--- src/sv/htif_pkg.sv ---
// htif_pkg: shared types and codes for the tohost/fromhost device
`timescale 1ns / 1ps
package htif_pkg;

  // access kinds
  localparam logic REQ_READ  = 1'b0;
  localparam logic REQ_WRITE = 1'b1;

  // configuration register indexes
  localparam int CFG_IDX_W = 2;
  localparam logic [CFG_IDX_W-1:0] CFG_SWAP_ORDER         = 2'd0;
  localparam logic [CFG_IDX_W-1:0] CFG_POLL_ON_READ       = 2'd1;
  localparam logic [CFG_IDX_W-1:0] CFG_SUPPRESS_TERMINATE = 2'd2;

  // tohost command codes
  localparam logic [7:0] DEV_SYSCALL = 8'd0;
  localparam logic [7:0] DEV_CONSOLE = 8'd1;
  localparam logic [7:0] CMD_EXIT    = 8'd0;
  localparam logic [7:0] CMD_GETC    = 8'd0;
  localparam logic [7:0] CMD_PUTC    = 8'd1;

  // field layout of a tohost word
  localparam int DEV_LSB     = 56;
  localparam int CMD_LSB     = 48;
  localparam int PAYLOAD_W   = 48;
  localparam int READ_LENGTH = 8;

  typedef struct packed {
    logic swap_order;
    logic poll_on_read;
    logic suppress_terminate;
  } htif_cfg_t;

  typedef struct packed {
    logic        read_valid;
    logic [63:0] read_data;
    logic        char_out_valid;
    logic [7:0]  char_out;
    logic        pass;
    logic        fail;
    logic        terminate_req;
    logic        bad_command;
  } htif_result_t;

endpackage

--- src/sv/htif_tohost_fromhost_device.sv ---
// htif_tohost_fromhost_device: top level with fromhost word and result register
//
// Host-target interface device: a 16-byte window with a tohost and a
// fromhost doubleword. Requests enter on in_valid/in_ready with req_type,
// byte_offset, access_length, write_data and console_char. Every request
// gives exactly one result on out_valid/out_ready, carrying read data,
// an emitted console character and the pass/fail/terminate/bad_command
// flags. Misaligned requests and reads not 8 bytes long give an all-zero
// result.
// The result is registered: a request's result is shown from the cycle
// after it is accepted. Throughput is one request per cycle while out_ready
// is high; the decode is a single level of logic ahead of the result register.
// When the receiver stalls, the result holds and in_ready drops until the
// result is taken, so no result is lost.
// Reset clears the fromhost word, the configuration registers and the
// result valid. Configuration is written through cfg_we/cfg_index/cfg_data,
// and the user must do so only while the block is idle; it is not enforced.
`timescale 1ns / 1ps
module htif_tohost_fromhost_device (
  input  logic                           clk,
  input  logic                           rst,
  input  logic                           cfg_we,
  input  logic [htif_pkg::CFG_IDX_W-1:0] cfg_index,
  input  logic                           cfg_data,
  input  logic                           in_valid,
  output logic                           in_ready,
  input  logic                           req_type,
  input  logic [3:0]                     byte_offset,
  input  logic [3:0]                     access_length,
  input  logic [63:0]                    write_data,
  input  logic [6:0]                     console_char,
  output logic                           out_valid,
  input  logic                           out_ready,
  output logic                           read_valid,
  output logic [63:0]                    read_data,
  output logic                           char_out_valid,
  output logic [7:0]                     char_out,
  output logic                           pass,
  output logic                           fail,
  output logic                           terminate_req,
  output logic                           bad_command
);
  import htif_pkg::*;

  htif_cfg_t    cfg;
  logic [63:0]  fromhost;
  htif_result_t result_next;
  htif_result_t result;
  logic         fromhost_we;
  logic [63:0]  fromhost_next;
  logic         accept;

  assign in_ready = !out_valid || out_ready;
  assign accept   = in_valid && in_ready;

  htif_exec u_exec (
    .cfg           (cfg),
    .fromhost      (fromhost),
    .req_type      (req_type),
    .byte_offset   (byte_offset),
    .access_length (access_length),
    .write_data    (write_data),
    .console_char  (console_char),
    .result        (result_next),
    .fromhost_we   (fromhost_we),
    .fromhost_next (fromhost_next)
  );

  // configuration registers
  always_ff @(posedge clk) begin
    if (rst) begin
      cfg <= '0;
    end else if (cfg_we) begin
      case (cfg_index)
        CFG_SWAP_ORDER:         cfg.swap_order         <= cfg_data;
        CFG_POLL_ON_READ:       cfg.poll_on_read       <= cfg_data;
        CFG_SUPPRESS_TERMINATE: cfg.suppress_terminate <= cfg_data;
        default: ;
      endcase
    end
  end

  // fromhost word
  always_ff @(posedge clk) begin
    if (rst) begin
      fromhost <= '0;
    end else if (accept && fromhost_we) begin
      fromhost <= fromhost_next;
    end
  end

  // result register
  always_ff @(posedge clk) begin
    if (rst) begin
      out_valid <= 1'b0;
    end else if (accept) begin
      out_valid <= 1'b1;
    end else if (out_ready) begin
      out_valid <= 1'b0;
    end
  end

  always_ff @(posedge clk) begin
    if (accept) begin
      result <= result_next;
    end
  end

  assign read_valid     = result.read_valid;
  assign read_data      = result.read_data;
  assign char_out_valid = result.char_out_valid;
  assign char_out       = result.char_out;
  assign pass           = result.pass;
  assign fail           = result.fail;
  assign terminate_req  = result.terminate_req;
  assign bad_command    = result.bad_command;

endmodule

--- src/sv/htif_exec.sv ---
// htif_exec: decode of one request and the fromhost update it causes
`timescale 1ns / 1ps
module htif_exec (
  input  htif_pkg::htif_cfg_t    cfg,
  input  logic [63:0]            fromhost,
  input  logic                   req_type,
  input  logic [3:0]             byte_offset,
  input  logic [3:0]             access_length,
  input  logic [63:0]            write_data,
  input  logic [6:0]             console_char,
  output htif_pkg::htif_result_t result,
  output logic                   fromhost_we,
  output logic [63:0]            fromhost_next
);
  import htif_pkg::*;

  logic        aligned;
  logic        dword_one;
  logic        hit_fromhost;
  logic        char_present;
  logic [7:0]  dev;
  logic [7:0]  cmd;
  logic [PAYLOAD_W-1:0] payload;
  logic [63:0] poll_word;

  // address decode
  assign aligned      = (byte_offset[2:0] == 3'd0);
  assign dword_one    = byte_offset[3];
  assign hit_fromhost = dword_one ^ cfg.swap_order;
  assign char_present = (console_char != 7'd0);
  assign dev          = write_data[DEV_LSB +: 8];
  assign cmd          = write_data[CMD_LSB +: 8];
  assign payload      = write_data[PAYLOAD_W-1:0];
  assign poll_word    = char_present ? {8'h01, 49'd0, console_char} : 64'd0;

  // request handling
  always_comb begin
    result        = '0;
    fromhost_we   = 1'b0;
    fromhost_next = write_data;
    if (aligned) begin
      if (req_type == REQ_READ) begin
        if (access_length == 4'(READ_LENGTH)) begin
          result.read_valid = 1'b1;
          if (hit_fromhost) begin
            if (cfg.poll_on_read) begin
              fromhost_we       = 1'b1;
              fromhost_next     = poll_word;
              result.read_data  = poll_word;
            end else begin
              result.read_data  = fromhost;
            end
          end
        end
      end else if (hit_fromhost) begin
        fromhost_we = 1'b1;
      end else if (dev == DEV_CONSOLE && cmd == CMD_PUTC) begin
        if (payload[7:0] != 8'd0) begin
          result.char_out_valid = 1'b1;
          result.char_out       = payload[7:0];
        end
      end else if (dev == DEV_CONSOLE && cmd == CMD_GETC) begin
        if (!cfg.poll_on_read && char_present) begin
          fromhost_we   = 1'b1;
          fromhost_next = {57'd0, console_char};
        end
      end else if (dev == DEV_SYSCALL && cmd == CMD_EXIT) begin
        if (payload == PAYLOAD_W'(1)) begin
          result.pass          = 1'b1;
          result.terminate_req = !cfg.suppress_terminate;
        end else begin
          result.fail = 1'b1;
        end
      end else begin
        result.bad_command = 1'b1;
      end
    end
  end

endmodule

--- config.mk ---
export PLATFORM = sky130hd
export DESIGN_NAME = htif_tohost_fromhost_device
export DESIGN_NICKNAME = d
export VERILOG_FILES = /design/src/sv/htif_pkg.sv /design/src/sv/htif_tohost_fromhost_device.sv /design/src/sv/htif_exec.sv
export SDC_FILE = /design/constraint.sdc
export NUM_CORES = 1
export LEC_CHECK = 0
export BUFFER_PORTS_ARGS = -buffer_cell sky130_fd_sc_hd__buf_2
export CAP_MARGIN = 20
export CORE_MARGIN = 1
export CORE_UTILIZATION = 35
export CTS_CLUSTER_SIZE = 16
export DETAILED_ROUTE_END_ITERATION = 10
export PLACE_DENSITY = 0.68
export SYNTH_ARGS = -nofsm -noshare
export SYNTH_HDL_FRONTEND = slang
export SYNTH_SLANG_ARGS = --single-unit
export TNS_END_PERCENT = 10
--- constraint.sdc ---
create_clock -name clk -period 3.8 [get_ports clk]
set_input_delay 0.19 -clock clk [delete_from_list [all_inputs] [get_ports clk]]
set_output_delay 0.19 -clock clk [all_outputs]
set_load 0.05 [all_outputs]
==> reports/qor.yml, run 1 <==
outcome:
  outcome: "complete, no violations"
job:
  cap_violations: 0
sta:
  fin_tns_setup_ns: 0
  slew_headroom: 0.4094
  finalCritPeriodShare: 0.6802
  setup_viol: 0
  worst_slew_pin_slew_ns: 0.8860
  finalHoldViolCount: 0
  finalClockSkew_ns: 0.006781
  layout_min_cycle_time_ns: 2.585
  max_freq_mhz: 386.9
  rsz0062_at_grt: "false"
  final_max_slew_viol_count: 0
die:
  io_pins: 168
  die_height_um: 130.3
  core_mm2: 0.01600
  die_w_um: 130.3
  dieArea_mm2: 0.01698
  start_util: 0.3600
  rows: 46
setup_path:
  crit_top_cell: "a2111oi_4"
  cp_top_family: "compound AO/OA/AOI/OAI gates"
  cp.buffers_inverters: 1
  slowest_delay_ns: 0.85
  crit_type: "reg2reg"
  crit_slowest_cell: "a2111oi_4"
  crit_path_end_kind: "flip-flop"
  path_cells: "a2111oi_4 > nand2_2 > a2111oi_4 > buf_4 > nand3_1 > a21oi_1"
  arrival_ns: 2.92
  cp_data_required_time_ns: 4.14
  path_max_fanout: 25
  critPathLaunchType: "flip-flop"
route:
  drt_wl_total_mm: 14.23
  drc: 0
  vias_per_cell: 4.884
  drtIter0Drc: 255
  ant_nets: 0
  wl_per_cell_um: 15.65
  num_vias: 4440
  drt-pass1-iter-count: 5
cts:
  numCtsBuffers: 17
  htreeDepth: 4
  clk_pin_slew_ns: 0.06
  clockRootBuffer: "clkbuf_16"
  cts_tree: "built"
  clock_path_buffers: 2
  cts.sinks: 146
  clk_latency_ns: 0.42
  cts_setup_buffers: 0
final_layout:
  syn_to_final_growth_pct: 27.85
  drive_gt1_frac: 0.3111
  final_nets: 766
  final_core_util: 0.4603
  fillers: 1546
global_routing:
  antenna_found_initial: 2
  grt_overflow_total: 0
  first_global_vias: 4135
  grt_use_total: 0.1731
  grt_max_degree: 52
  grt_pass1_wl_mm: 21.68
power:
  powerDensity_mw_per_mm2: 498.5
  leakagePower_nw: 2.835
  ir_drop_mv: 0.2916
synth:
  ys_seq_area_frac: 0.6429
  synthDistinctLibCells: 38
  synth_cells: 518
  syn_area_per_cell_um2: 11.12
  synth_edf_count: 78
  synth_top_area_share: 0.4066
  synthesis.nets: 606
  yosys.area.top_type: "edfxtp_1"
  synth_warnings: 0
  syn-cell-area_mm2: 0.005761
  synthTopCellsByArea: "edfxtp_1 41%, dfxtp_1 24%, and2_1 7.0%"
  synth_flop_cell: "edfxtp_1"
  ys_ff_latch: 146
  ys_async_sr_fraction: 0
placement:
  gp_congestion: 0.8145
  portBuffers: 167
  post-dp-hpwl_mm: 9.585
min_path:
  hp-class: "in2reg"
registers in the layout, summed over array words and instances, names as in the netlist:
signal and cells:
terminate_req 1, fail 1, char_out 8, read_valid 1, char_out_valid 1, cfg 3
bad_command 1, out_valid 1, pass 1, fromhost 64, read_data 64
per-stage QoR:
| step | area (µm²) | cells | setup WS, ns | power, mW | hold slack (ns) |
|---|---|---|---|---|---|
| after floorplan | 5761 | 518 | 0.6390 | 1.949 | 0.3195 |
| after global placement | 6770 | 874 | 1.231 | 2.068 | 0.4340 |
| after detailed placement | 6770 | 874 | 1.173 | 2.070 | 0.4389 |
| after CTS | 7360 | 907 | 1.225 | 3.704 | 0.01280 |
| after global routing | 7365 | 909 | 1.004 | 3.795 | 0.02272 |
| final | 7365 | 909 | 1.215 | 3.671 | 0.03681 |
worst register-to-register path: stages, from the launching register on:
cell and delay, ns:
dfxtp_1 0.42, a2111oi_4 0.39, nand2_2 0.13, a2111oi_4 0.85, buf_4 0.42, nand3_1 0.15, a21oi_1 0.15
where the power goes:
part | total [mW] | internal (mW) | switching [mW]
registers | 1.72 | 1.70 | 0.0136
clock network | 1.64 | 0.983 | 0.653
logic | 0.319 | 0.0769 | 0.242
total | 3.67 | 2.76 | 0.908
synthesized netlist by cell type (all sizes together), types with 2 or more instances:
cell type / instances
nor2b: 2
and2: 64
a221oi: 7
nand4: 2
nand2: 66
nor2: 16
nor4b: 2
nand3: 58
nor4: 15
inv: 5
dfxtp: 68
or3: 3
a2111oi: 2
clkbuf: 23
a22o: 8
edfxtp: 78
nor3: 13
mux2i: 4
buf: 11
nand3b: 2
a21oi: 58
timing repair:
action                                 in CTS  in global routing
endpoints found under the hold margin       1                  0
gates resized for setup                     0                  0
hold buffers                                1                  0
cell usage in the layout, fill, tap and decap left out, types with 2 or more instances in the layout:
cell type | synthesis | layout
dfxtp_1 | 68 | 68
a21oi_1 | 58 | 58
mux2i_1 | 4 | 4
nor3_1 | 11 | 11
buf_2 | 4 | 167
nand3_1 | 58 | 58
clkbuf_16 | 0 | 17
nand3b_1 | 2 | 2
clkinvlp_4 | 0 | 4
and2_1 | 64 | 64
nand2_1 | 65 | 65
diode_2 | 0 | 2
nor2_1 | 16 | 15
bufinv_16 | 0 | 2
a22o_1 | 8 | 8
a2111oi_4 | 2 | 2
nand4_1 | 2 | 2
clkinv_2 | 0 | 5
nor4_1 | 14 | 14
inv_1 | 5 | 4
a221oi_1 | 7 | 7
buf_4 | 0 | 6
nor2b_1 | 2 | 2
or3_1 | 3 | 3
inv_6 | 0 | 2
edfxtp_1 | 78 | 78
area by class of cell:
cell class	instances	area [µm²]	area share
multi-input combinational	333	1876	0.2547
clock buffer	19	442.9	0.06014
clock inverter	13	136.4	0.01852
tap	216	270.3	0.03670
sequential	146	3704	0.5029
timing repair buffer	175	910.9	0.1237
inverter	5	20.02	0.002718
antenna	2	5.005	0.0006796
kinds of logic after synthesis:
logic type,count (synthesis),synth area share
flip-flops,146,0.6429
AO/OA/AOI/OAI,79,0.08840
multiplexers,4,0.006951
buffers and inverters,39,0.03410
AND/OR/NAND/NOR,248,0.2246
XOR/XNOR,2,0.003041
metal layers:
| metal | track usage | wire [µm] |
|---|---|---|
| met3 | 0.04674 | 769 |
| met2 | 0.2641 | 6677 |
| met5 | 0 | 0 |
| met1 | 0.2299 | 6574 |
| met4 | 0.07661 | 205 |
worst paths after layout:
kind	endpoint	slack, ns	startpoint	depth (start not counted)
setup reg to reg	fromhost[21]	1.22	cfg[1]	6
setup / recovery	fromhost[21]	1.22	cfg[1]	6
hold reg to reg	fromhost[24]	0.45	fromhost[24]	2
hold / removal	fromhost[44]	0.04	write_data[44]	3
No activity file was read; power rests on OpenSTA's default activity.
==> inputs of run 2 (changes only) <==
ABC_AREA = 1   (was default)
PLACE_DENSITY = 0.69   (was 0.68)
clock period = 2.05 ns   (was 3.8 ns; I/O delays follow)
==> run 2 against run 1 <==
Sequential power up 85%. Clock skew up 0.0010 ns. Register-to-register slack worse by 0.97 ns. Combinational power up 110%. Hold slack worse by 0.026 ns. Highest routed layer is now met5.
==> reports/qor.yml, run 2 <==
final_layout:
  final_core_util: 0.4552  # was 0.4603
  drive_gt1_frac: 0.2224  # was 0.3111
  diodes: 0  # was 2
  final_cells: 1227  # was 909
  final_nets: 1074  # was 766
  final_cell_mix: "266 x nor2_1, 167 x buf_2, 158 x nand2_1, 145 x inv_1, 78 x edfxtp_1"  # was 167 x buf_2, 78 x edfxtp_1, 68 x dfxtp_1, 65 x nand2_1, 64 x and2_1
  multi_input_area_mm2: 0.001998  # was 0.001876 mm²
  seq_area_mm2: 0.003707  # was 0.003704 mm²
  fillers: 1819  # was 1546
  stdcell_area_mm2: 0.008177  # was 0.007365 mm²
  syn_to_final_growth_pct: 27.36  # was 27.85%
  final_common_cell: "nor2_1"  # was buf_2
sta:
  fin_tns_setup_ns: 0  # unchanged
  finalCritPeriodShare: 0.8815  # was 0.6802
  slew_headroom: 0.6648  # was 0.4094
  layout_min_cycle_time_ns: 1.807  # was 2.585 ns
  setup_viol: 0  # unchanged
  finalHoldViolCount: 0  # unchanged
  final_max_slew_viol_count: 0  # unchanged
  max_freq_mhz: 553.4  # was 386.9 MHz
  finalClockSkew_ns: 0.007823  # was 0.006781 ns
  worst_slew_pin_slew_ns: 0.5028  # was 0.8860 ns
  rsz0062_at_grt: "false"  # unchanged
die:
  io_pins: 168  # unchanged
  die_height_um: 137.4  # was 130.3 µm
  core_mm2: 0.01796  # was 0.01600 mm²
  rows: 49  # was 46
  dieArea_mm2: 0.01889  # was 0.01698 mm²
  start_util: 0.3574  # was 0.3600
  die_w_um: 137.4  # was 130.3 µm
job:
  cap_violations: 0  # unchanged
cts:
  numCtsBuffers: 17  # unchanged
  clock_path_buffers: 2  # unchanged
  clk_latency_ns: 0.42  # about the same
  clockRootBuffer: "clkbuf_16"  # unchanged
  cts_tree: "built"  # unchanged
  cts_resized: 0  # unchanged
  clk_pin_slew_ns: 0.06  # about the same
  cts.sinks: 146  # unchanged
  htreeDepth: 4  # unchanged
setup_path:
  path_max_fanout: 60  # was 25
  slowest_delay_ns: 0.33  # was 0.85 ns
  path_cells: "xnor2_2 > inv_1 > nor2_1 > nand3_1 > nand2_2 > buf_12 > o21ai_0 > nor2_1 > nor2_1"  # was a2111oi_4 > nand2_2 > a2111oi_4 > buf_4 > nand3_1 > a21oi_1
  crit_path_end_kind: "flip-flop"  # unchanged
  crit_type: "reg2reg"  # unchanged
  critPathLaunchType: "flip-flop"  # unchanged
  regToRegSetupSlack_ns: 0.24  # was 1.22 ns
  crit_slowest_cell: "dfxtp_1"  # was a2111oi_4
  cp_data_required_time_ns: 2.36  # was 4.14 ns
  arrival_ns: 2.12  # was 2.92 ns
  crit_top_cell: "nor2_1"  # was a2111oi_4
synth:
  synth_flop_cell: "edfxtp_1"  # unchanged
  synthTopCellsByArea: "edfxtp_1 36%, dfxtp_1 21%, nor2_1 16%"  # was edfxtp_1 41%, dfxtp_1 24%, and2_1 7.0%
  synth_adder_area_share: 0  # unchanged
  synth_top_area_share: 0.3648  # was 0.4066
  synth_cells: 815  # was 518
  synth_compound_area_frac: 0.01676  # was 0.08840
  synth_xor_area_frac: 0.002534  # was 0.003041
  ys_seq_area_frac: 0.5769  # was 0.6429
  synthMuxAreaShare: 0  # was 0.006950
  ys_async_sr_fraction: 0  # unchanged
  ys_ff_latch: 146  # unchanged
  syn_area_per_cell_um2: 7.877  # was 11.12 µm²
  post-synth-top-count-cell: "nor2_1"  # was edfxtp_1
  synthDistinctLibCells: 23  # was 38
  synth_top_family_by_area: "simple AND/OR/NAND/NOR gates"  # unchanged
  synth_commonest_cells: "266 x nor2_1, 160 x nand2_1, 145 x inv_1, 78 x edfxtp_1, 68 x dfxtp_1"  # was 78 x edfxtp_1, 68 x dfxtp_1, 65 x nand2_1, 64 x and2_1
  yosys.area_share.simple: 0.2879  # was 0.2246
  synth_edf_count: 78  # unchanged
  synthesis.nets: 903  # was 606
  yosys.area.top_type: "edfxtp_1"  # unchanged
  syn-cell-area_mm2: 0.006420  # was 0.005761 mm²
  synth_warnings: 0  # unchanged
global_routing:
  grt_use_total: 0.1645  # was 0.1731
  grt_pass1_wl_mm: 23.50  # was 21.68 mm
  grt_overflow_total: 0  # unchanged
  grt_max_degree: 76  # was 52
  first_global_vias: 4874  # was 4135
  antenna_found_initial: 1  # was 2
route:
  drt_wl_total_mm: 15.01  # was 14.23 mm
  drtIter0Drc: 289  # was 255
  wl_met1_mm: 6.895  # was 6.574 mm
  top_layer: "met5"  # was met4
  drt-pass1-iter-count: 6  # was 5
  vias_per_cell: 4.376  # was 4.884
  ant_nets: 0  # unchanged
  wl_per_cell_um: 12.24  # was 15.65 µm
  num_vias: 5369  # was 4440
  dr_wl_met3_um: 849  # was 769 µm
  drc: 0  # unchanged
  wl_met2_mm: 6.986  # was 6.677 mm
power:
  clock_power_share: 0.449  # was 0.445
  leakagePower_nw: 4.080  # was 2.835 nW
  p_comb_frac: 0.097  # was 0.087
  p_sw_frac: 0.2405  # was 0.2474
  seq_power_share: 0.453  # was 0.468
  powerDensity_mw_per_mm2: 860.5  # was 498.5 mW/mm²
  total_power_mw: 7.036  # was 3.671 mW
  p_sw_mw: 1.693  # was 908.2 µW
  p_int_mw: 5.344  # was 2.763 mW
  ir_drop_mv: 0.5569  # was 0.2916 mV
placement:
  placed_area_mm2: 0.007523  # was 0.006770 mm²
  post-dp-hpwl_mm: 10.26  # was 9.585 mm
  gp_congestion: 0.7746  # was 0.8145
  dp_cells: 1191  # was 874
  portBuffers: 167  # unchanged
outcome:
  outcome: "complete, no violations"  # unchanged
min_path:
  hp-class: "in2reg"  # unchanged
run 2: changes by cell type in the layout (fill, tap and decap cells not counted), moves of 9 or more:
cell and change:
nand3_1 -49, a21oi_1 -57, nand4_1 +9, nand2_1 +93, nor2_1 +251, and2_1 -64, inv_1 +141, o21ai_0 +12
run 2: worst max-delay path, delay by kind of cell (launching register included):
| family | cells | cell delay (ns) |
|---|---|---|
| and+or+nand+nor | 5 | 0.66 |
| AOI/OAI and AO/OA | 1 | 0.12 |
| xor gates and xnor gates | 1 | 0.22 |
| DFF | 1 | 0.33 |
| buffers and inverters | 2 | 0.35 |
run 2: final cells by class:
type,count,area share
Sequential cell,146,0.4534
Multi-Input combinational cell,490,0.2444
Timing Repair Buffer,185,0.1264
Inverter,146,0.06702
Clock buffer,21,0.05754
Tap cell,229,0.03504
Clock inverter,10,0.01622
run 2: routing by layer:
metal  GRT usage  vias to the layer above
met2      0.2663                      132
met3     0.04857                       20
met1      0.2048                     2425
met4     0.06471                        2
li1            -                     2790
met5           0                        -
run 2: worst paths after layout:
kind,from,endpoint,cells after the start
max,cfg[2],fromhost[5],9
min,cfg_index[0],cfg[2],3
max reg2reg,cfg[2],fromhost[5],9
min reg2reg,cfg[0],terminate_req,1
run 2: power by group through the flow:
stage	Sequential (mW)	Combinational (mW)	Clock [mW]
floorplan	3.51	0.194	0
global placement	3.25	0.676	0
detailed placement	3.25	0.680	0
CTS	3.19	0.689	3.23
global route	3.20	0.743	3.34
finish	3.19	0.684	3.16
run 2: timing repair:
action,4_1_cts,5_1_grt
endpoints found under the hold margin,5,0
hold buffers,5,0
buffers inserted,0,0
run 2: logic make-up (layout without fill, tap and decap cells):
kind of cell              after synthesis  after routing
buffers and inverters                 179            362
xor gates and xnor gates                1              1
AOI/OAI and AO/OA                      20             20
DFF                                   146            146
and+or+nand+nor                       469            469
run 2: stage by stage:
step	setup WS (ns)	hold WS, ns
after floorplan	-0.5950	0.1619
after global placement	0.2499	0.3430
after detailed placement	0.2343	0.3481
after CTS	0.2228	0.001711
after global routing	0.01868	0.01562
final	0.2430	0.01036
==> inputs of run 3 (changes only) <==
CORE_MARGIN = 5   (was 1)
CORE_UTILIZATION = 50   (was 35)
PLACE_DENSITY = 0.86   (was 0.69)
clock period = 2.2 ns   (was 2.05 ns; I/O delays follow)
==> run 3 against run 2 <==
Core utilization is 19 points higher. Register-to-register slack better by 0.06 ns. Flip-flop and latch count stayed put. Final cell count is 4.6% lower. Clock power is 5% lower. Fmax is 4.7% lower. Clock skew hardly changed. Critical endpoint is now fromhost[60]. Largest cell class unchanged. Largest power group is now clock.
==> reports/qor.yml, run 3 (synthesis gave the netlist of run 2 again) <==
outcome:
  outcome: "complete, no violations"  # unchanged
setup_path:
  arrival_ns: 2.20  # was 2.12 ns
  critPathLaunchType: "flip-flop"  # unchanged
  cp_top_family: "simple AND/OR/NAND/NOR gates"  # unchanged
  path_cells: "xnor2_2 > inv_1 > nor2_1 > nand3_1 > nand2_2 > buf_4 > nor2_1 > nor2_1 > nor2_1"  # was xnor2_2 > inv_1 > nor2_1 > nand3_1 > nand2_2 > buf_12 > o21ai_0 > nor2_1 > nor2_1
  cp_data_required_time_ns: 2.50  # was 2.36 ns
  crit_path_end_kind: "flip-flop"  # unchanged
  cp.buffers_inverters: 2  # unchanged
  crit_slowest_cell: "dfxtp_1"  # unchanged
  slowest_delay_ns: 0.33  # about the same
  crit_top_cell: "nor2_1"  # unchanged
  regToRegSetupSlack_ns: 0.30  # was 0.24 ns
  path_max_fanout: 29  # was 60
  crit_type: "reg2reg"  # unchanged
sta:
  fin_tns_setup_ns: 0  # unchanged
  max_freq_mhz: 527.4  # was 553.4 MHz
  final_max_slew_viol_count: 0  # unchanged
  setup_viol: 0  # unchanged
  worst_slew_pin_slew_ns: 0.6184  # was 0.5028 ns
  layout_setup_ws_ns: 0.3040  # was 0.2430 ns
  rsz0062_at_grt: "false"  # unchanged
  finalHoldViolCount: 0  # unchanged
  slew_headroom: 0.5839  # was 0.6648
  layout_min_cycle_time_ns: 1.896  # was 1.807 ns
  finalClockSkew_ns: 0.007629  # was 0.007823 ns
  finalCritPeriodShare: 0.8618  # was 0.8815
placement:
  portBuffers: 167  # unchanged
  post-dp-hpwl_mm: 10.50  # was 10.26 mm
  pre_cts_ws_ns: 0.3465  # was 0.2343 ns
  dp_cells: 1134  # was 1191
  gp_congestion: 0.8564  # was 0.7746
  placed_area_mm2: 0.007465  # was 0.007523 mm²
power:
  ir_drop_mv: 0.4996  # was 0.5569 mV
  powerDensity_mw_per_mm2: 813.1  # was 860.5 mW/mm²
  total_power_mw: 6.600  # was 7.036 mW
  leakagePower_nw: 4.075  # was 4.080 nW
final_layout:
  final_nets: 1072  # was 1074
  fillers: 1054  # was 1819
  final_common_cell: "nor2_1"  # unchanged
  syn_to_final_growth_pct: 26.45  # was 27.36%
  final_cells: 1171  # was 1227
  final_cell_mix: "266 x nor2_1, 167 x buf_2, 158 x nand2_1, 145 x inv_1, 78 x edfxtp_1"  # unchanged
  drive_gt1_frac: 0.2247  # was 0.2224
  stdcell_area_mm2: 0.008118  # was 0.008177 mm²
route:
  top_layer: "met4"  # was met5
  drtIter0Drc: 353  # was 289
  vias_per_cell: 4.629  # was 4.376
  wl_per_cell_um: 12.78  # was 12.24 µm
  ant_nets: 0  # unchanged
  dr_wl_met3_um: 982  # was 849 µm
  wl_met1_mm: 6.353  # was 6.895 mm
  drt-pass1-iter-count: 5  # was 6
  drc: 0  # unchanged
  wl_met2_mm: 7.188  # was 6.986 mm
  drt_wl_total_mm: 14.96  # was 15.01 mm
  num_vias: 5421  # was 5369
cts:
  clock_path_buffers: 2  # unchanged
  htreeDepth: 4  # unchanged
  cts.sinks: 146  # unchanged
  clk_latency_ns: 0.41  # was 0.42 ns
  cts_tree: "built"  # unchanged
  clk_pin_slew_ns: 0.06  # about the same
  clockRootBuffer: "clkbuf_16"  # unchanged
  numCtsBuffers: 17  # unchanged
die:
  core_mm2: 0.01262  # was 0.01796 mm²
  rows: 41  # was 49
  dieArea_mm2: 0.01521  # was 0.01889 mm²
  die_height_um: 123.3  # was 137.4 µm
  start_util: 0.5087  # was 0.3574
  io_pins: 168  # unchanged
  die_w_um: 123.3  # was 137.4 µm
job:
  cap_violations: 0  # unchanged
min_path:
  hp-class: "in2reg"  # unchanged
global_routing:
  grt_use_total: 0.2003  # was 0.1645
  first_global_vias: 5015  # was 4874
  grt_pass1_wl_mm: 23.36  # was 23.50 mm
  antenna_found_initial: 2  # was 1
  grt_max_degree: 51  # was 76
  grt_overflow_total: 0  # unchanged
run 3: changes by cell type in the layout (fill, tap and decap cells not counted), moves of 2 or more:
cell | previous run | this run
clkbuf_8 | 3 | 0
clkinv_4 | 1 | 3
diode_2 | 0 | 2
dlygate4sd3_1 | 5 | 3
run 3: power breakdown:
group / internal (mW) / switching [mW] / total, mW
clock: 1.89 / 1.10 / 2.99
sequential: 2.95 / 0.0261 / 2.98
combinational: 0.168 / 0.463 / 0.631
run 3: per-stage QoR:
step,hold WS [ns],utilization
floorplan,0.1694,-
global placement,0.3450,0.5915
detailed placement,0.3488,0.5915
CTS,0.002103,0.6429
global route,0.04571,0.6433
finish,0.02460,0.6433
run 3: final cells by class:
cell class / count / area (µm²) / share of cell area
clock inverters: 14 / 188.9 / 0.02327
flip-flops and latches: 146 / 3707 / 0.4567
clock buffers: 18 / 429.2 / 0.05287
multi-input cells: 490 / 1998 / 0.2461
inverters: 146 / 548.0 / 0.06751
well taps: 172 / 215.2 / 0.02651
repair buffers: 183 / 1026 / 0.1264
diodes: 2 / 5.005 / 0.0006165
run 3: final timing paths:
| kind | cells past startpoint | from | end |
|---|---|---|---|
| worst max-delay path | 9 | cfg[2] | fromhost[60] |
| worst min-delay path | 3 | cfg_index[1] | cfg[1] |
| worst max register to register | 9 | cfg[2] | fromhost[60] |
| worst min register to register | 4 | fromhost[31] | fromhost[31] |
run 3: tightest hold or removal path, cell delays in order:
cell    delay (ns)
buf_2         0.12
nor4_1        0.06
nor3_1        0.11
run 3: what timing repair did:
item                      4_1_cts  5_1_grt
hold buffers                    3        0
resized for setup               0        0
hold endpoints to repair        4        0
buffers inserted                0        0
run 3: routing by layer:
layer  up-vias  global-route usage
met5         -                   0
met4         0              0.1038
met3        30             0.04849
met2       186              0.3157
met1      2410              0.2569
li1       2795                   -
